**src/design/qta_pkg.sv**
```systemverilog
// qta_pkg: shared widths, default parameter values and opcodes of the quadtree tile allocator
// no dependencies; used by the top level and its checker
`timescale 1ns / 1ps

package qta_pkg;

   localparam int SIZE_W            = 16;
   localparam int TILE_W            = 12;
   localparam int GSIZE_W           = 13;
   localparam int MAP_LOG2_DEF      = 12;
   localparam int MIN_TILE_LOG2_DEF = 7;

   typedef enum logic {
      OP_ALLOC = 1'b0,
      OP_CLEAR = 1'b1
   } opcode_type;

endpackage

```
**src/design/quadtree_tile_allocator_top.sv**
```systemverilog
// quadtree_tile_allocator_top: quadtree tile allocator, sequencer around one free-flag ram
// depends on qta_pkg and qta_ram
`timescale 1ns / 1ps

// Usage
//   Items enter on start with req_opcode and req_tile_size; one is taken at a clock edge where
//   start is high and busy is low. Each item gives exactly one result, shown on the rsp_ ports
//   for one cycle while rsp_valid is high; the receiver cannot stall it.
//   Allocate: the size is clamped, then ceil log2 is found by stepping one bit position per
//   cycle. The depth-first search then reads each node of the free-flag ram in an address
//   state and a check state, and passes an advance state for each level climbed back up.
//   The single ram port is why each node read takes both an address and a check state.
//   Clear: the ram is swept one node per cycle over all NUM_NODES nodes (1365 at default
//   settings), then a result with all fields zero is given.
//   Reset: synchronous, active high. After reset the same clearing sweep runs with busy high
//   and gives no result; then the block is idle.
//   The result register is separate from the sequencer, so busy drops in the cycle the result
//   is shown and a new item may be taken there.
module quadtree_tile_allocator_top #(
   parameter int MAP_LOG2      = qta_pkg::MAP_LOG2_DEF,
   parameter int MIN_TILE_LOG2 = qta_pkg::MIN_TILE_LOG2_DEF
) (
   input  logic                       clock,
   input  logic                       reset,
   input  logic                       start,
   input  logic                       req_opcode,
   input  logic [qta_pkg::SIZE_W-1:0] req_tile_size,
   output logic                       busy,
   output logic                       rsp_valid,
   output logic                       rsp_granted,
   output logic [qta_pkg::TILE_W-1:0] rsp_tile_x,
   output logic [qta_pkg::TILE_W-1:0] rsp_tile_y,
   output logic [qta_pkg::GSIZE_W-1:0] rsp_granted_size
);

   import qta_pkg::*;

   localparam int EFF_MIN = (MIN_TILE_LOG2 < MAP_LOG2) ? MIN_TILE_LOG2 : MAP_LOG2;
   localparam int NUM_LEVELS = MAP_LOG2 - EFF_MIN + 1;
   localparam longint NUM_NODES = ((64'd1 << (2 * NUM_LEVELS)) - 64'd1) / 64'd3;
   localparam int ADDR_W = (NUM_NODES > 4) ? $clog2(NUM_NODES) : 2;
   localparam int LVL_W = $clog2(MAP_LOG2 + 1);
   localparam int XY_W = MAP_LOG2;
   localparam int EDGE_W = MAP_LOG2 + 1;
   localparam int SHIFT_W = SIZE_W + 1;
   localparam logic [ADDR_W-1:0] LAST_ADDR = ADDR_W'(NUM_NODES - 64'd1);
   localparam logic [SIZE_W-1:0] MIN_EDGE = SIZE_W'(64'd1 << EFF_MIN);
   localparam logic [SIZE_W-1:0] MAX_EDGE = SIZE_W'(64'd1 << MAP_LOG2);
   localparam logic [EDGE_W-1:0] ROOT_EDGE = {1'b1, {MAP_LOG2{1'b0}}};

   typedef enum logic [2:0] {
      ST_CLEAR,
      ST_IDLE,
      ST_SIZE,
      ST_READ,
      ST_CHECK,
      ST_ADVANCE
   } state_type;

   state_type          state_ff, state_in;
   logic [ADDR_W-1:0]  idx_ff, idx_in;
   logic [LVL_W-1:0]   level_ff, level_in;
   logic [LVL_W-1:0]   req_ff, req_in;
   logic [LVL_W-1:0]   k_ff, k_in;
   logic [XY_W-1:0]    x_ff, x_in;
   logic [XY_W-1:0]    y_ff, y_in;
   logic [EDGE_W-1:0]  edge_ff, edge_in;
   logic [SIZE_W-1:0]  size_ff, size_in;
   logic               clr_rsp_ff, clr_rsp_in;
   logic               rsp_valid_ff, rsp_valid_in;
   logic               rsp_granted_ff, rsp_granted_in;
   logic [TILE_W-1:0]  rsp_x_ff, rsp_x_in;
   logic [TILE_W-1:0]  rsp_y_ff, rsp_y_in;
   logic [GSIZE_W-1:0] rsp_size_ff, rsp_size_in;

   logic              ram_we;
   logic              ram_wdata;
   logic              ram_rdata;
   logic [1:0]        quad;
   logic              do_adv;
   logic [XY_W-1:0]   step;

   // children of node n sit at 4n+1 .. 4n+4
   assign quad = idx_ff[1:0] - 2'd1;
   assign step = XY_W'(edge_ff);

   qta_ram #(
      .WIDTH (1),
      .DEPTH (int'(NUM_NODES)),
      .ADDR_W(ADDR_W)
   ) u_ram (
      .clock(clock),
      .we   (ram_we),
      .addr (idx_ff),
      .wdata(ram_wdata),
      .rdata(ram_rdata)
   );

   always_comb begin
      state_in       = state_ff;
      idx_in         = idx_ff;
      level_in       = level_ff;
      req_in         = req_ff;
      k_in           = k_ff;
      x_in           = x_ff;
      y_in           = y_ff;
      edge_in        = edge_ff;
      size_in        = size_ff;
      clr_rsp_in     = clr_rsp_ff;
      rsp_valid_in   = 1'b0;
      rsp_granted_in = rsp_granted_ff;
      rsp_x_in       = rsp_x_ff;
      rsp_y_in       = rsp_y_ff;
      rsp_size_in    = rsp_size_ff;
      ram_we         = 1'b0;
      ram_wdata      = 1'b1;
      do_adv         = 1'b0;

      unique case (state_ff)
         ST_CLEAR: begin
            ram_we = 1'b1;
            if (idx_ff == LAST_ADDR) begin
               state_in   = ST_IDLE;
               clr_rsp_in = 1'b0;
               if (clr_rsp_ff) begin
                  rsp_valid_in   = 1'b1;
                  rsp_granted_in = 1'b0;
                  rsp_x_in       = '0;
                  rsp_y_in       = '0;
                  rsp_size_in    = '0;
               end
            end else begin
               idx_in = idx_ff + ADDR_W'(1);
            end
         end
         ST_IDLE: begin
            if (start) begin
               if (req_opcode == OP_CLEAR) begin
                  state_in   = ST_CLEAR;
                  idx_in     = '0;
                  clr_rsp_in = 1'b1;
               end else begin
                  priority if (req_tile_size < MIN_EDGE) begin
                     size_in = MIN_EDGE;
                  end else if (req_tile_size > MAX_EDGE) begin
                     size_in = MAX_EDGE;
                  end else begin
                     size_in = req_tile_size;
                  end
                  k_in     = LVL_W'(EFF_MIN);
                  state_in = ST_SIZE;
               end
            end
         end
         ST_SIZE: begin
            // ceil log2, one bit position per cycle
            if ((SHIFT_W'(1) << k_ff) < {1'b0, size_ff}) begin
               k_in = k_ff + LVL_W'(1);
            end else begin
               req_in   = LVL_W'(MAP_LOG2) - k_ff;
               idx_in   = '0;
               level_in = '0;
               x_in     = '0;
               y_in     = '0;
               edge_in  = ROOT_EDGE;
               state_in = ST_READ;
            end
         end
         ST_READ: begin
            state_in = ST_CHECK;
         end
         ST_CHECK: begin
            if (ram_rdata) begin
               if (level_ff == req_ff) begin
                  ram_we         = 1'b1;
                  ram_wdata      = 1'b0;
                  rsp_valid_in   = 1'b1;
                  rsp_granted_in = 1'b1;
                  rsp_x_in       = TILE_W'(x_ff);
                  rsp_y_in       = TILE_W'(y_ff);
                  rsp_size_in    = GSIZE_W'(edge_ff);
                  state_in       = ST_IDLE;
               end else begin
                  idx_in   = (idx_ff << 2) | ADDR_W'(1);
                  level_in = level_ff + LVL_W'(1);
                  edge_in  = edge_ff >> 1;
                  state_in = ST_READ;
               end
            end else begin
               do_adv = 1'b1;
            end
         end
         ST_ADVANCE: begin
            do_adv = 1'b1;
         end
         default: begin
            state_in = ST_IDLE;
         end
      endcase

      // move to the next sibling, climbing while the current node is the last child; at the root, refuse the item
      if (do_adv) begin
         priority if (level_ff == '0) begin
            rsp_valid_in   = 1'b1;
            rsp_granted_in = 1'b0;
            rsp_x_in       = '0;
            rsp_y_in       = '0;
            rsp_size_in    = '0;
            state_in       = ST_IDLE;
         end else if (quad != 2'd3) begin
            idx_in   = idx_ff + ADDR_W'(1);
            state_in = ST_READ;
            if (quad == 2'd1) begin
               x_in = x_ff - step;
               y_in = y_ff + step;
            end else begin
               x_in = x_ff + step;
            end
         end else begin
            idx_in   = (idx_ff >> 2) - ADDR_W'(1);
            x_in     = x_ff - step;
            y_in     = y_ff - step;
            edge_in  = edge_ff << 1;
            level_in = level_ff - LVL_W'(1);
            state_in = ST_ADVANCE;
         end
      end
   end

   always_ff @(posedge clock) begin
      if (reset) begin
         state_ff     <= ST_CLEAR;
         idx_ff       <= '0;
         clr_rsp_ff   <= 1'b0;
         rsp_valid_ff <= 1'b0;
      end else begin
         state_ff     <= state_in;
         idx_ff       <= idx_in;
         clr_rsp_ff   <= clr_rsp_in;
         rsp_valid_ff <= rsp_valid_in;
      end
      level_ff       <= level_in;
      req_ff         <= req_in;
      k_ff           <= k_in;
      x_ff           <= x_in;
      y_ff           <= y_in;
      edge_ff        <= edge_in;
      size_ff        <= size_in;
      rsp_granted_ff <= rsp_granted_in;
      rsp_x_ff       <= rsp_x_in;
      rsp_y_ff       <= rsp_y_in;
      rsp_size_ff    <= rsp_size_in;
   end

   assign busy             = reset || (state_ff != ST_IDLE);
   assign rsp_valid        = rsp_valid_ff;
   assign rsp_granted      = rsp_granted_ff;
   assign rsp_tile_x       = rsp_x_ff;
   assign rsp_tile_y       = rsp_y_ff;
   assign rsp_granted_size = rsp_size_ff;

endmodule

```
**src/design/qta_ram.sv**
```systemverilog
// qta_ram: generic single-address ram, one read and an optional write a cycle, registered read data
// no dependencies
`timescale 1ns / 1ps

module qta_ram #(
   parameter int WIDTH = 1,
   parameter int DEPTH = 4,
   parameter int ADDR_W = (DEPTH > 4) ? $clog2(DEPTH) : 2
) (
   input  logic              clock,
   input  logic              we,
   input  logic [ADDR_W-1:0] addr,
   input  logic [WIDTH-1:0]  wdata,
   output logic [WIDTH-1:0]  rdata
);

   logic [WIDTH-1:0] mem [DEPTH];

   always_ff @(posedge clock) begin
      if (we) begin
         mem[addr] <= wdata;
      end
      rdata <= mem[addr];
   end

endmodule

```
**config.mk**
```make
export PLATFORM = sky130hd
export DESIGN_NAME = quadtree_tile_allocator_top
export DESIGN_NICKNAME = d
export VERILOG_FILES = /design/src/design/qta_pkg.sv /design/src/design/quadtree_tile_allocator_top.sv /design/src/design/qta_ram.sv
export SDC_FILE = /design/constraint.sdc
export NUM_CORES = 2
export LEC_CHECK = 0
export BUFFER_PORTS_ARGS = -buffer_cell sky130_fd_sc_hd__buf_2
export CORE_MARGIN = 2
export CORE_UTILIZATION = 55
export CTS_CLUSTER_DIAMETER = 80
export DETAILED_ROUTE_END_ITERATION = 6
export MAX_ROUTING_LAYER = met4
export PLACE_DENSITY = 0.76
export SYNTH_ARGS = -nofsm -noshare
export SYNTH_HDL_FRONTEND = slang
export SYNTH_SLANG_ARGS = --single-unit
```
**constraint.sdc**
```tcl
create_clock -name clock -period 69.5 [get_ports clock]
set_clock_uncertainty 0.2 [all_clocks]
set_input_delay 0 -clock clock [delete_from_list [all_inputs] [get_ports clock]]
set_output_delay 0 -clock clock [all_outputs]
set_load 0.05 [all_outputs]
```
After elaboration in Yosys (flattened, before gate mapping)
Memories as Yosys holds them, arrays and structs flattened. A register that Yosys moved wholly into a read port is not among the register bits.
Index checks and enable logic that the tools add are counted.

word-level totals
  latch bits = 0
  bits in registers = 119
  memory bits (read-only) = 0
  word-level logic and storage cells = 163
  output and inout bits = 40
  memories = 1
  RAM bits = 1365
  input bits = 20

cells by class
  shifts and indexed selects = 1
  order comparisons = 3
  reductions and logical operators = 11
  eq/ne operators = 20
  div/mod/pow operators = 0
  multiplexer cells = 98
  bitwise operators = 2
  multiply operators = 0
  add/sub/neg operators = 11

memories
  memory     depth  bits a word  rd ports  clocked after Yosys merged registers in  write ports  RTL line       source
  u_ram.mem  1365   1            1         1                                        1            qta_ram.sv:17  logic [WIDTH-1:0] mem [DEPTH];

operator list
  operator                                                                            number
  12-bit 2-to-1 mux                                                                   24
  13-bit 2-to-1 mux                                                                   13
  11-bit 2-to-1 mux                                                                   9
  13-bit case mux with 2 select lines                                                 2
  12-bit case mux with 2 select lines                                                 2
  11-bit case mux with 4 select lines                                                 1
  4-bit 2-to-1 mux                                                                    9
  12-bit adder                                                                        2
  12-bit subtractor                                                                   2
  1-bit 2-to-1 mux                                                                    21
  3-bit 2-to-1 mux                                                                    7
  3-bit case mux with 6 select lines                                                  1
  17-bit by 16-bit < comparator with 1-bit output                                     1
  1-bit by 4-bit left shift with 17-bit output (first input constant)                 1
  16-bit by 13-bit greater-than comparator with 1-bit output (second input constant)  1
  16-bit by 8-bit < comparator with 1-bit output (second input constant)              1
  4-bit case mux with 2 select lines                                                  2
  2-bit inequality test (second input constant)                                       7
  11-bit by 1-bit adder with 11-bit output (second input constant)                    1
  11-bit equality test (second input constant)                                        1
  1-bit case mux with 2 select lines                                                  5
  9-bit by 1-bit subtractor with 10-bit output (second input constant)                1
  3-bit inequality test (second input constant)                                       3
  4-bit by 1-bit adder with 4-bit output (second input constant)                      2
  21 further kinds                                                                    27

Longest topological paths before layout
  word-level depth = 8
  gate-level depth with buffers = 17
  mapped depth without buffers = 14

Modules after synthesis
Synthesis repeated with hierarchy kept, for this count alone.

unflattened totals
  cells, all modules = 5276
  area total of the unflattened synthesis = 66741.5 um2

modules (own cells, without submodules)
  module                       seq. area each (um2)  area an instance (um2)  instances  cells an instance
  qta_ram                      41009.3               58748.8                 1          4334
  quadtree_tile_allocator_top  2622.5                7992.7                  1          942

Worst setup path before layout
No wires, ideal clock.

  kind = flip-flop to flip-flop
  start = register level_ff[2]
  end = memory u_ram.mem[0] (data pin)
  period minus slack after synthesis = 29.395 ns
  setup time = 8.231 ns
  buffers on the path = 1
  path slack = 40.105 ns
  required time = 61.069 ns
  cell stages (with the launch flop) = 5
  arrival time = 20.964 ns
  cells stage by stage = dfxtp_1 clkbuf_1 xor2_1 nor4_2 nand4_1

between the ends
  cells in the longest elaborated chain, start to end = 4

ends and longest elaborated chain
  element                 RTL line                            source
  start, declared         quadtree_tile_allocator_top.sv:62   logic [LVL_W-1:0] level_ff, level_in;
  start signal, assigned  quadtree_tile_allocator_top.sv:242  level_ff <= level_in;
  4-bit equality test     quadtree_tile_allocator_top.sv:174  if (level_ff == req_ff) begin
  1-bit 2-to-1 mux        quadtree_tile_allocator_top.sv:174
  1-bit 2-to-1 mux        quadtree_tile_allocator_top.sv:173  if (ram_rdata) begin
  1-bit 2-to-1 mux        quadtree_tile_allocator_top.sv:119  unique case (state_ff)
  named net ram_wdata     quadtree_tile_allocator_top.sv:77   logic ram_wdata;
  end, declared           qta_ram.sv:17

The timed path passes the listed nets, and every way through them passes these cells.

==> reports/results.tsv <==
metric	value	unit
status	finished, final reports clean	
first-pass GRT wire length	275000	µm
Critical Path End Type	flip-flop	
post-synthesis sequential element count	1485	
clk_lat worst skew	0.76	ns
clock buffer depth	3	
post-layout minimum cycle time	6.41	ns
Hold EP	state_ff[0]	
Initial DRC Count	7313	
cell count after synthesis	5321	
# nets final	5297	
via count	44900	
initial antenna violation count	2	
Final Total Pwr	1.81	mW
slew margin rel.	0.114	
YS warnings	0	
TritonCTS Buffers	148	
r2r worst-path depth	12	
filler instances	8925	
CTS sink cnt	1485	
Clk pin slew, worst setup/hold paths	0.06	ns
drt pass-1 iters	7	
CP Launch Type	flip-flop	
Core Area	120000	µm²
Crit Path Class	reg -> reg	
Avg WL per Cell	27.5	µm
largest net degree at the start of global routing	315	
clock network power share	0.418	
WP data arrival	6.84	ns
Net Sw Frac	0.217	
area leader, netlist	edfxtp_1	
CP max FO	56	
Cell variety after synth	80	
Cell Count, Final, Fillers Out	6922	
Worst Hold Class	in -> reg	
io pins	60	
WP data required	69.93	ns
maximum clock rate	0.156	GHz
Worst-Margin Slew	1.32	ns
Lkg Pwr	26.5	nW
register area share after synthesis	0.657	
Finish-stage setup viols	0	
vias per cell	6.48	
worst reg2reg setup slack	63.09	ns
MaxCap Viol Count	0	
placed insts	6607	
Initial Util	0.554	
hold-critical path depth	4	
worst flop-to-flop path startpoint	idx_ff[0]	
total track usage	0.314	
Worst VDD drop	0.0195	mV
Routability Congestion	0.885	
die area	124000	µm²
Detailed Route WL	191000	µm
beginning of the worst hold path	start	
Final Hold Viols	0	
Core Rows	127	
Seq pwr share	0.535	
most used flip-flop cell after synthesis	edfxtp_1	
Post-synth EDFFs	1389	
mean area per synthesized cell	12.5	µm²
Die H	352	µm
final antenna-violating net count	0	
root buffer cell	clkbuf_16	
share of cells above drive strength 1	0.0899	
Area contributors post-synth	edfxtp_1 (63%), mux2i_1 (8.7%), nor2_1 (8.4%), dfxtp_1 (2.9%), o22ai_1 (2.7%)	
number of global-route vias before repair	42500	
Sw Pwr	0.392	mW
reg-to-reg critical path endpoint	u_ram.rdata	
synth-to-layout area growth	9.56	%
Comb power frac	0.047	
Post-DP HPWL	95600	µm
Synth top area share	0.628	
period utilisation layout	0.0923	
FFs w/ async S/R, synth	0	
Setup Buffers After CTS	0	
CTS tree	done	
Post-route DRC	0	
cell area after synthesis	66500	µm²
Critical Path Start	idx_ff[0]	
# port buffers	59	
setup_tns	0	ns
Power per Cell Area	24.8	nW/µm²
Die Span X	352	µm
Int Pwr	1.41	mW
RSZ-0062 raised after global routing	no	
GRT overflow	0	
fin. max-slew vios	0	
# H-tree levels	4	
through the flow:
step,hold slack [ns],worst slack [ns],util,area (µm²)
floorplan,-0.122,40.10,-,66500
global placement,0.0982,63.24,0.565,67800
detailed placement,0.100,63.16,0.565,67800
CTS,0.0159,63.14,0.607,72800
global route,0.0342,62.74,0.607,72800
finish,0.0416,63.09,0.607,72800
worst max path at each step:
stage	to	slack [ns]	depth (start not counted)
after floorplan	u_ram.mem[0]	40.10	4
final	u_ram.rdata	63.09	12
after global placement	u_ram.rdata	63.24	11
after detailed placement	u_ram.rdata	63.16	12
after CTS	u_ram.rdata	63.14	12
after global routing	u_ram.rdata	62.74	12
sequential cells by signal, indices dropped and copies added, names as in the netlist, 12 cells and up:
register and cells:
rsp_tile_y 12, rsp_tile_x 12, edge_ff 13, y_ff 12
u_ram.mem 1365, rsp_granted_size 13, size_ff 16, x_ff 12
placed cells by master, fill, tap and decap left out, types with 59 or more instances in the layout:
master and count:
nor2_1 1488, edfxtp_1 1389, mux2i_1 580, o22ai_1 288, nand2_1 154, clkbuf_16 152
dfxtp_1 93, buf_4 89, ha_1 76, inv_1 67, nor4_1 60, mux4_2 59
buf_2 59
power groups by stage:
stage | registers [mW] | logic (mW) | clock network [mW]
global placement | 0.986 | 0.0806 | 0
detailed placement | 0.986 | 0.0810 | 0
global route | 0.967 | 0.0865 | 0.791
CTS | 0.967 | 0.0829 | 0.758
finish | 0.967 | 0.0855 | 0.755
floorplan | 0.983 | 0.0584 | 0
critical path: stages, from the launching register on:
cell and delay, ns:
dfxtp_4 0.80, buf_4 0.70, buf_4 0.86, buf_4 0.85, buf_4 0.89, mux2i_1 0.30, o22ai_1 0.11, nor4_1 0.44
nand2_1 0.12, a22oi_1 0.23, nand3_1 0.12, nor3_1 0.29, o311ai_1 0.14
Yosys cell counts, drive strengths merged, types with 11 or more instances:
library cell	number
a211oi	13
a21oi	55
a222oi	12
a22oi	54
and2	22
and3	11
buf	131
clkbuf	349
dfxtp	96
edfxtp	1389
ha	77
inv	68
mux2i	580
mux4	59
nand2	170
nand2b	14
nand3	46
nor2	1489
nor2b	32
nor3	34
nor4	61
o211ai	11
o21ai	48
o22ai	288
xnor2	30
xor2	21
cells by family after synthesis:
family | Yosys count | share of synthesized area
xor gates and xnor gates | 51 | 0.00672
other | 1 | 0.0000564
DFF | 1485 | 0.657
buffers and inverters | 549 | 0.0354
muxes | 641 | 0.108
AOI/OAI and AO/OA | 584 | 0.0587
and+or+nand+nor | 1929 | 0.119
adders and majority gates | 81 | 0.0157
layer usage:
layer	track usage	part of all wire
met5	-	0
met4	0.146	0.051
met3	0.0632	0.13
met2	0.493	0.47
met1	0.395	0.35
cell type report:
type                    instances  area, µm²  area share
inverters                      69        259     0.00356
diodes                          4       10.0    0.000137
flip-flops and latches       1485      43600       0.599
repair buffers                203       1550      0.0213
well taps                    1612       2020      0.0277
multi-input cells            3289      20900       0.287
clock buffers                 188       3960      0.0544
clock inverters                72        505     0.00694
timing repair:
action | 4_1_cts | 5_1_grt
hold endpoints to repair | 49 | 0
resized for setup | 0 | 0
hold buffers | 51 | 0
(Power assumes the default switching activity.)
